File: src/hw/rtl/dwsc_pkg.sv
// ----------------------------------------------------------------------------
// dwsc_pkg
// Types and constants shared by the dual wheel sync corrector.
// ----------------------------------------------------------------------------
`default_nettype none

package dwsc_pkg;

    localparam int unsigned CNT_W    = 15;
    localparam int unsigned IDX_W    = 16;
    localparam int unsigned THR_W    = 24;
    localparam int unsigned PULSE_W  = 8;
    localparam int unsigned CFG_AW   = 3;
    localparam int unsigned CFG_DW   = 15;

    localparam logic [CNT_W-1:0] CNT_MAX = {CNT_W{1'b1}};
    localparam logic [IDX_W-1:0] IDX_MAX = {IDX_W{1'b1}};
    localparam logic [THR_W-1:0] THR_MAX = {THR_W{1'b1}};

    localparam logic [7:0]       RST_CHECK_GAP   = 8'd12;
    localparam logic [7:0]       RST_LEFT_LIMIT  = 8'd6;
    localparam logic [7:0]       RST_RIGHT_LIMIT = 8'd5;
    localparam logic [CNT_W-1:0] RST_WRAP_AMOUNT = 15'd30000;
    localparam logic [7:0]       RST_PULSE_TICKS = 8'd5;

    localparam logic [CFG_AW-1:0] REG_CHECK_GAP   = 3'd0;
    localparam logic [CFG_AW-1:0] REG_LEFT_LIMIT  = 3'd1;
    localparam logic [CFG_AW-1:0] REG_RIGHT_LIMIT = 3'd2;
    localparam logic [CFG_AW-1:0] REG_WRAP_AMOUNT = 3'd3;
    localparam logic [CFG_AW-1:0] REG_PULSE_TICKS = 3'd4;

    localparam logic [1:0] SIDE_NONE  = 2'd0;
    localparam logic [1:0] SIDE_LEFT  = 2'd1;
    localparam logic [1:0] SIDE_RIGHT = 2'd2;

    typedef struct packed {
        logic [7:0]       check_gap;
        logic [7:0]       left_lead_limit;
        logic [7:0]       right_lead_limit;
        logic [CNT_W-1:0] wrap_amount;
        logic [7:0]       pulse_ticks;
    } t_cfg;

    typedef struct packed {
        logic [CNT_W-1:0]   left_count;
        logic [CNT_W-1:0]   right_count;
        logic [IDX_W-1:0]   check_index;
        logic [THR_W-1:0]   next_threshold;
        logic [PULSE_W-1:0] pulse_left;
        logic [1:0]         pulse_side;
    } t_state;

endpackage

`default_nettype wire

File: src/hw/rtl/dwsc_step.sv
// ----------------------------------------------------------------------------
// dwsc_step
// Next-state and output logic for one tick of the wheel sync corrector.
// ----------------------------------------------------------------------------
`default_nettype none

module dwsc_step import dwsc_pkg::*; (
    input  wire t_state i_state,
    input  wire t_cfg   i_cfg,
    input  wire logic   i_left_edge,
    input  wire logic   i_right_edge,
    input  wire logic   i_balance_enable,
    output t_state      o_state,
    output logic        o_left_up,
    output logic        o_right_up
);

    logic [CNT_W-1:0]   lc1;
    logic [CNT_W-1:0]   rc1;
    logic [CNT_W-1:0]   lc2;
    logic [CNT_W-1:0]   rc2;
    logic [THR_W:0]     thr_sum;
    logic [PULSE_W-1:0] pulse_dec;
    logic [PULSE_W-1:0] pulse_len;
    logic               hit;
    logic               wrap;
    logic               left_lead;
    logic               right_lead;

    always_comb begin
        lc1 = (i_left_edge && (i_state.left_count != CNT_MAX)) ?
              i_state.left_count + CNT_W'(1) : i_state.left_count;
        rc1 = (i_right_edge && (i_state.right_count != CNT_MAX)) ?
              i_state.right_count + CNT_W'(1) : i_state.right_count;

        hit = ({{(THR_W-CNT_W){1'b0}}, lc1} >= i_state.next_threshold) ||
              ({{(THR_W-CNT_W){1'b0}}, rc1} >= i_state.next_threshold);

        thr_sum = {1'b0, i_state.next_threshold} + (THR_W+1)'(i_cfg.check_gap)
                  + (THR_W+1)'(1);

        wrap = (lc1 > i_cfg.wrap_amount) && (rc1 > i_cfg.wrap_amount);
        lc2  = wrap ? lc1 - i_cfg.wrap_amount : lc1;
        rc2  = wrap ? rc1 - i_cfg.wrap_amount : rc1;

        left_lead  = (lc2 > rc2) &&
                     ((lc2 - rc2) > {{(CNT_W-8){1'b0}}, i_cfg.left_lead_limit});
        right_lead = (rc2 > lc2) &&
                     ((rc2 - lc2) > {{(CNT_W-8){1'b0}}, i_cfg.right_lead_limit});

        pulse_len = (i_cfg.pulse_ticks == '0) ? PULSE_W'(1) : i_cfg.pulse_ticks;
        pulse_dec = (i_state.pulse_left != '0) ?
                    i_state.pulse_left - PULSE_W'(1) : i_state.pulse_left;

        o_state    = i_state;
        o_left_up  = 1'b0;
        o_right_up = 1'b0;
        o_state.left_count  = lc1;
        o_state.right_count = rc1;

        if (i_state.pulse_side != SIDE_NONE) begin
            o_left_up  = (i_state.pulse_side == SIDE_LEFT);
            o_right_up = (i_state.pulse_side == SIDE_RIGHT);
            o_state.pulse_left = pulse_dec;
            if (pulse_dec == '0) begin
                o_state.pulse_side = SIDE_NONE;
            end
        end else if (!i_balance_enable) begin
            o_state.left_count     = '0;
            o_state.right_count    = '0;
            o_state.check_index    = IDX_W'(1);
            o_state.next_threshold = THR_W'(i_cfg.check_gap) + THR_W'(1);
        end else if (hit) begin
            if (i_state.check_index != IDX_MAX) begin
                o_state.check_index    = i_state.check_index + IDX_W'(1);
                o_state.next_threshold = thr_sum[THR_W] ? THR_MAX : thr_sum[THR_W-1:0];
            end
            o_state.left_count  = lc2;
            o_state.right_count = rc2;
            if (left_lead || right_lead) begin
                o_right_up = left_lead;
                o_left_up  = !left_lead;
                o_state.pulse_left = pulse_len - PULSE_W'(1);
                if (pulse_len == PULSE_W'(1)) begin
                    o_state.pulse_side = SIDE_NONE;
                end else begin
                    o_state.pulse_side = left_lead ? SIDE_RIGHT : SIDE_LEFT;
                end
            end
        end
    end

endmodule

`default_nettype wire

File: src/hw/rtl/dual_wheel_sync_corrector_core.sv
// ----------------------------------------------------------------------------
// dual_wheel_sync_corrector_core
// Counts wheel edges and issues boost pulses to the lagging wheel.
// Input transfer to result valid passes the input reg, then the result reg.
// Throughput: 1 tick item per cycle unless the output stalls.
// Reset: synchronous, active low; clears state, restores register defaults,
// empties both pipeline stages.
// ----------------------------------------------------------------------------
`default_nettype none

module dual_wheel_sync_corrector_core import dwsc_pkg::*; (
    input  wire logic              i_clk,
    input  wire logic              i_rst_n,
    input  wire logic              i_cfg_we,
    input  wire logic [CFG_AW-1:0] i_cfg_addr,
    input  wire logic [CFG_DW-1:0] i_cfg_wdata,
    input  wire logic              i_in_valid,
    output logic                   o_in_ready,
    input  wire logic              i_left_edge,
    input  wire logic              i_right_edge,
    input  wire logic              i_balance_enable,
    output logic                   o_out_valid,
    input  wire logic              i_out_ready,
    output logic                   o_left_up,
    output logic                   o_right_up
);

    t_cfg   r_cfg;
    t_state r_state;
    t_state n_state;
    logic   r_in_valid;
    logic   r_left_edge;
    logic   r_right_edge;
    logic   r_balance_enable;
    logic   r_out_valid;
    logic   r_left_up;
    logic   r_right_up;
    logic   n_left_up;
    logic   n_right_up;
    logic   advance;

    assign advance     = r_in_valid && (!r_out_valid || i_out_ready);
    assign o_in_ready  = !r_in_valid || advance;
    assign o_out_valid = r_out_valid;
    assign o_left_up   = r_left_up;
    assign o_right_up  = r_right_up;

    dwsc_step u_step (
        .i_state          (r_state),
        .i_cfg            (r_cfg),
        .i_left_edge      (r_left_edge),
        .i_right_edge     (r_right_edge),
        .i_balance_enable (r_balance_enable),
        .o_state          (n_state),
        .o_left_up        (n_left_up),
        .o_right_up       (n_right_up)
    );

    always_ff @(posedge i_clk) begin
        if (!i_rst_n) begin
            r_cfg.check_gap        <= RST_CHECK_GAP;
            r_cfg.left_lead_limit  <= RST_LEFT_LIMIT;
            r_cfg.right_lead_limit <= RST_RIGHT_LIMIT;
            r_cfg.wrap_amount      <= RST_WRAP_AMOUNT;
            r_cfg.pulse_ticks      <= RST_PULSE_TICKS;
        end else if (i_cfg_we) begin
            case (i_cfg_addr)
                REG_CHECK_GAP:   r_cfg.check_gap        <= i_cfg_wdata[7:0];
                REG_LEFT_LIMIT:  r_cfg.left_lead_limit  <= i_cfg_wdata[7:0];
                REG_RIGHT_LIMIT: r_cfg.right_lead_limit <= i_cfg_wdata[7:0];
                REG_WRAP_AMOUNT: r_cfg.wrap_amount      <= i_cfg_wdata[CNT_W-1:0];
                REG_PULSE_TICKS: r_cfg.pulse_ticks      <= i_cfg_wdata[7:0];
                default: begin
                end
            endcase
        end
    end

    always_ff @(posedge i_clk) begin
        if (!i_rst_n) begin
            r_state.left_count     <= '0;
            r_state.right_count    <= '0;
            r_state.check_index    <= IDX_W'(1);
            r_state.next_threshold <= THR_W'(RST_CHECK_GAP) + THR_W'(1);
            r_state.pulse_left     <= '0;
            r_state.pulse_side     <= SIDE_NONE;
            r_in_valid             <= 1'b0;
            r_out_valid            <= 1'b0;
        end else begin
            if (o_in_ready) begin
                r_in_valid <= i_in_valid;
            end
            if (advance) begin
                r_state     <= n_state;
                r_out_valid <= 1'b1;
            end else if (i_out_ready) begin
                r_out_valid <= 1'b0;
            end
        end
    end

    always_ff @(posedge i_clk) begin
        if (o_in_ready && i_in_valid) begin
            r_left_edge      <= i_left_edge;
            r_right_edge     <= i_right_edge;
            r_balance_enable <= i_balance_enable;
        end
        if (advance) begin
            r_left_up  <= n_left_up;
            r_right_up <= n_right_up;
        end
    end

    a_one_side: assert property (@(posedge i_clk) disable iff (!i_rst_n)
        r_out_valid |-> !(r_left_up && r_right_up))
        else $error("both boost outputs active");

    a_hold_on_stall: assert property (@(posedge i_clk) disable iff (!i_rst_n)
        (r_out_valid && !i_out_ready) |=> $stable(r_state))
        else $error("state advanced while result stalled");

    a_pulse_idle: assert property (@(posedge i_clk) disable iff (!i_rst_n)
        (r_state.pulse_side == SIDE_NONE) |-> (r_state.pulse_left == '0))
        else $error("pulse count left over with no pulse active");

    a_index_nonzero: assert property (@(posedge i_clk) disable iff (!i_rst_n)
        r_state.check_index != '0)
        else $error("check index reached zero");

endmodule

`default_nettype wire

File: config.mk
export PLATFORM = sky130hd
export DESIGN_NAME = dual_wheel_sync_corrector_core
export DESIGN_NICKNAME = d
export VERILOG_FILES = /design/src/hw/rtl/dwsc_pkg.sv /design/src/hw/rtl/dwsc_step.sv /design/src/hw/rtl/dual_wheel_sync_corrector_core.sv
export SDC_FILE = /design/constraint.sdc
export NUM_CORES = 1
export LEC_CHECK = 0
export ABC_CLOCK_PERIOD_IN_PS = 8500
export BUFFER_PORTS_ARGS = -buffer_cell sky130_fd_sc_hd__buf_4
export CORE_MARGIN = 2
export CORE_UTILIZATION = 40
export CTS_BUF_LIST = sky130_fd_sc_hd__clkbuf_16
export CTS_CLUSTER_SIZE = 12
export DETAILED_ROUTE_END_ITERATION = 10
export MAX_ROUTING_LAYER = met4
export PLACE_DENSITY = 0.52
export SYNTH_ARGS = -nofsm -noshare
export SYNTH_HDL_FRONTEND = slang
export SYNTH_SLANG_ARGS = --single-unit
File: constraint.sdc
create_clock -name i_clk -period 8.5 [get_ports i_clk]
set_input_delay 0.85 -clock i_clk [delete_from_list [all_inputs] [get_ports i_clk]]
set_output_delay 0.85 -clock i_clk [all_outputs]
set_load 0.01 [all_outputs]
==> impl_metrics.tcl <==
set metrics [dict create \
    async_flop_share 0 \
    ctsLongestPathBuffers 2 \
    hold_viol_final 0 \
    routed_wl_um 37500 \
    finalSetupViolCount 0 \
    ant_nets 0 \
    fin_nets 1736 \
    holdPathStages 2 \
    grt_max_degree 55 \
    numCtsBuffers 17 \
    path_class "reg2reg" \
    area_delta_synth_final_pct 13.4 \
    slew_headroom 0.0586 \
    endpoint_kind "register" \
    synthFlopType "dfxtp_1" \
    r2r-start "r_state[59]" \
    ys_ff_latch 134 \
    dieArea_um2 30100 \
    path_clk_slew_ns 0.06 \
    crit_fanout 36 \
    synth_enable_flop_cells 5 \
    grt_pass1_vias 10547 \
    gp_congestion 0.922 \
    initial_core_util 0.404 \
    diodes 0 \
    yosys.area.top_type "dfxtp_1" \
    grt_usage 0.257 \
    cp_slowest_cell "o21ai_0" \
    cpPeakStageDelay_ns 0.48 \
    synth_fp_nets 1702 \
    r2r-end "r_state[6]" \
    power.leakage_uw 0.00579 \
    placed_area_um2 12300 \
    cts_max_level 4 \
    drc 0 \
    final_area_um2 13000 \
    max_freq_ghz 0.124 \
    power.switching_uw 1080 \
    antenna_found_initial 0 \
    layout-drive-gt1-share 0.0946 \
    root_buffer "clkbuf_16" \
    hp-class "reg2reg" \
    ys_types 77 \
    maxCapViolations 0 \
    synth_top_area_frac 0.225 \
    crit_path_start_kind "register" \
    dr.pass1.iters 7 \
    clkSinkCount 134 \
    fin_tns_setup_ns 0 \
    synth-seq-area-share 0.238 \
    first_iter_violations 800 \
    port-buffer-count 29 \
    tightestPinTransition_ns 1.40 \
    clockPowerShare 0.295 \
    die_w_um 174 \
    num_io_pins 30 \
    synth_area_um2 11500 \
    die_y_um 174 \
    core_area_um2 28500 \
    power_frac_comb 0.449 \
    dr_total_vias 11144 \
    syn_inst 1549 \
    critPathArrivalTime_ns 8.37 \
    avgSynthCellArea_um2 7.43 \
    pwr_density_cell_nw_per_um2 207 \
    clk_latency_ns 0.44 \
    drv_slew 0 \
    cts_tree "yes" \
    crit_top_cell "buf_4" \
    r2r_cells 34 \
    cp.required_ns 8.83 \
    synth_warnings 0 \
    whs_endpoint "r_cfg[37]" \
    min_period_ns 8.04 \
    hpwl_um 28500 \
    cts_hold_buffers 0 \
    internal-power_uw 1620 \
    skew_ns 0.0106 \
    peakVddDrop_mv 0.137 \
    synthTopCellsByArea "dfxtp_1 (22%), ha_1 (13%), a21oi_1 (7.1%)" \
    wire_per_inst_um 18.9 \
    post_drt_via_cell_ratio 5.63 \
    min_period_over_period 0.946 \
    hold_start "r_cfg[37]" \
    swShare 0.400 \
    grt_pass1_wl_um 58700 \
    p_total_uw 2700 \
    r2r_slack_ns 0.46 \
    core.rowCount 62 \
    p_seq_frac 0.256 \
    status "complete, no violations" \
    gr-total-overflow 0 \
]
[power by group through the flow]
stage / Clock [uW] / Sequential, uW / Combinational (uW)
3_3_place_gp: 0 / 704 / 1170
6_report: 798 / 692 / 1210
3_5_place_dp: 0 / 704 / 1170
4_1_cts: 808 / 690 / 1180
5_1_grt: 837 / 696 / 1340
2_1_floorplan: 0 / 695 / 851
[what timing repair did]
item	CTS	global route
pin swaps	0	6
setup endpoints to repair	10	12
cloned	0	0
buffers inserted	0	8
resized for setup	3	22
[cells in the mapped netlist (5+ instances only)]
master    count
nand2_1     188
a21oi_1     163
dfxtp_1     129
inv_1       125
ha_1        122
nor2_1      109
o21ai_0      94
nand3_1      64
clkbuf_1     59
xnor2_1      48
and3_1       32
xor2_1       30
a21o_1       28
o211ai_1     28
mux2i_1      24
nand4_1      23
nor3_1       23
nor2b_1      22
a211oi_1     20
nand3b_1     19
a31oi_1      18
nand2b_1     18
o21a_1       13
and2_1       11
o21bai_1     10
or3_1         7
o22ai_1       6
edfxtp_1      5
fa_1          5
nor4_1        5
o31a_1        5
o31ai_1       5
o41ai_1       5
or4_1         5
[stage by stage]
stage,instances,setup WS [ns],util,hold slack [ns]
after CTS,1972,0.0699,0.453,0.456
after detailed placement,1940,-0.0967,0.431,0.447
after global placement,1940,0.0253,0.431,0.444
final,1980,0.461,0.458,0.454
after floorplan,1549,0.926,-,0.436
after global routing,1980,-0.0114,0.458,0.476
[flip-flops by register name, indices dropped and copies added, names as in the netlist]
register	flops
o_left_up	1
o_out_valid	1
o_right_up	1
r_balance_enable	1
r_cfg	47
r_in_valid	1
r_left_edge	1
r_right_edge	1
r_state	80
[critical path, delay by kind of cell (launching register included)]
kind / cells / cell delay, ns
XOR/XNOR: 1 / 0.34
AND/OR/NAND/NOR: 15 / 2.65
adder cells (fa/ha/maj): 2 / 0.79
buffers and inverters: 7 / 1.34
flip-flops: 1 / 0.34
AO/OA/AOI/OAI: 9 / 2.43
[worst max-delay path by stage]
stage / from / cells past startpoint / end / slack, ns
floorplan: r_state[65] / 41 / r_state[2] / 0.93
finish: r_state[59] / 34 / r_state[6] / 0.46
global placement: r_state[65] / 32 / r_state[0] / 0.03
CTS: r_state[65] / 34 / r_state[0] / 0.07
detailed placement: r_state[65] / 35 / r_state[0] / -0.1
global route: r_state[65] / 34 / r_state[2] / -0.01
[cell type report]
class	count	area, um^2
repair buffers	78	589
well taps	384	480
flip-flops and latches	134	2730
multi-input cells	1226	8160
clock inverters	15	185
inverters	126	473
fillers	2959	15400
clock buffers	17	425
[cell usage in the layout, fill, tap and decap left out, drive strengths merged, types with 6 or more instances in the layout]
cell type    n
nand3b      19
nand3       65
clkbuf      17
o22ai        6
a21o        28
dfxtp      129
and3        36
or3          7
a21oi      166
a211oi      20
buf         78
xnor2       48
a31oi       20
xor2        32
ha         122
o211ai      28
o21ai       96
inv        130
nor3        23
and2        11
nand4       23
nand2b      18
o21a        13
nand2      188
nor2       111
nor2b       22
o21bai      10
mux2i       24
[metal layers]
metal | vias to the layer above | global-route usage | part of all wire
met5 | - | - | 0
met4 | 0 | 0.0732 | 0.018
met3 | 45 | 0.0362 | 0.049
met2 | 280 | 0.403 | 0.45
met1 | 5262 | 0.345 | 0.48
li1 | 5557 | - | -
[cell families after synthesis]
logic type / count (synthesis) / share of synthesized area
DFF: 134 / 0.238
adders and majority gates: 127 / 0.141
buffers and inverters: 189 / 0.0624
xor gates and xnor gates: 80 / 0.0622
muxes: 27 / 0.0238
and+or+nand+nor: 551 / 0.234
AOI/OAI and AO/OA: 441 / 0.239
Note: power is estimated with default switching activity, not from simulation.
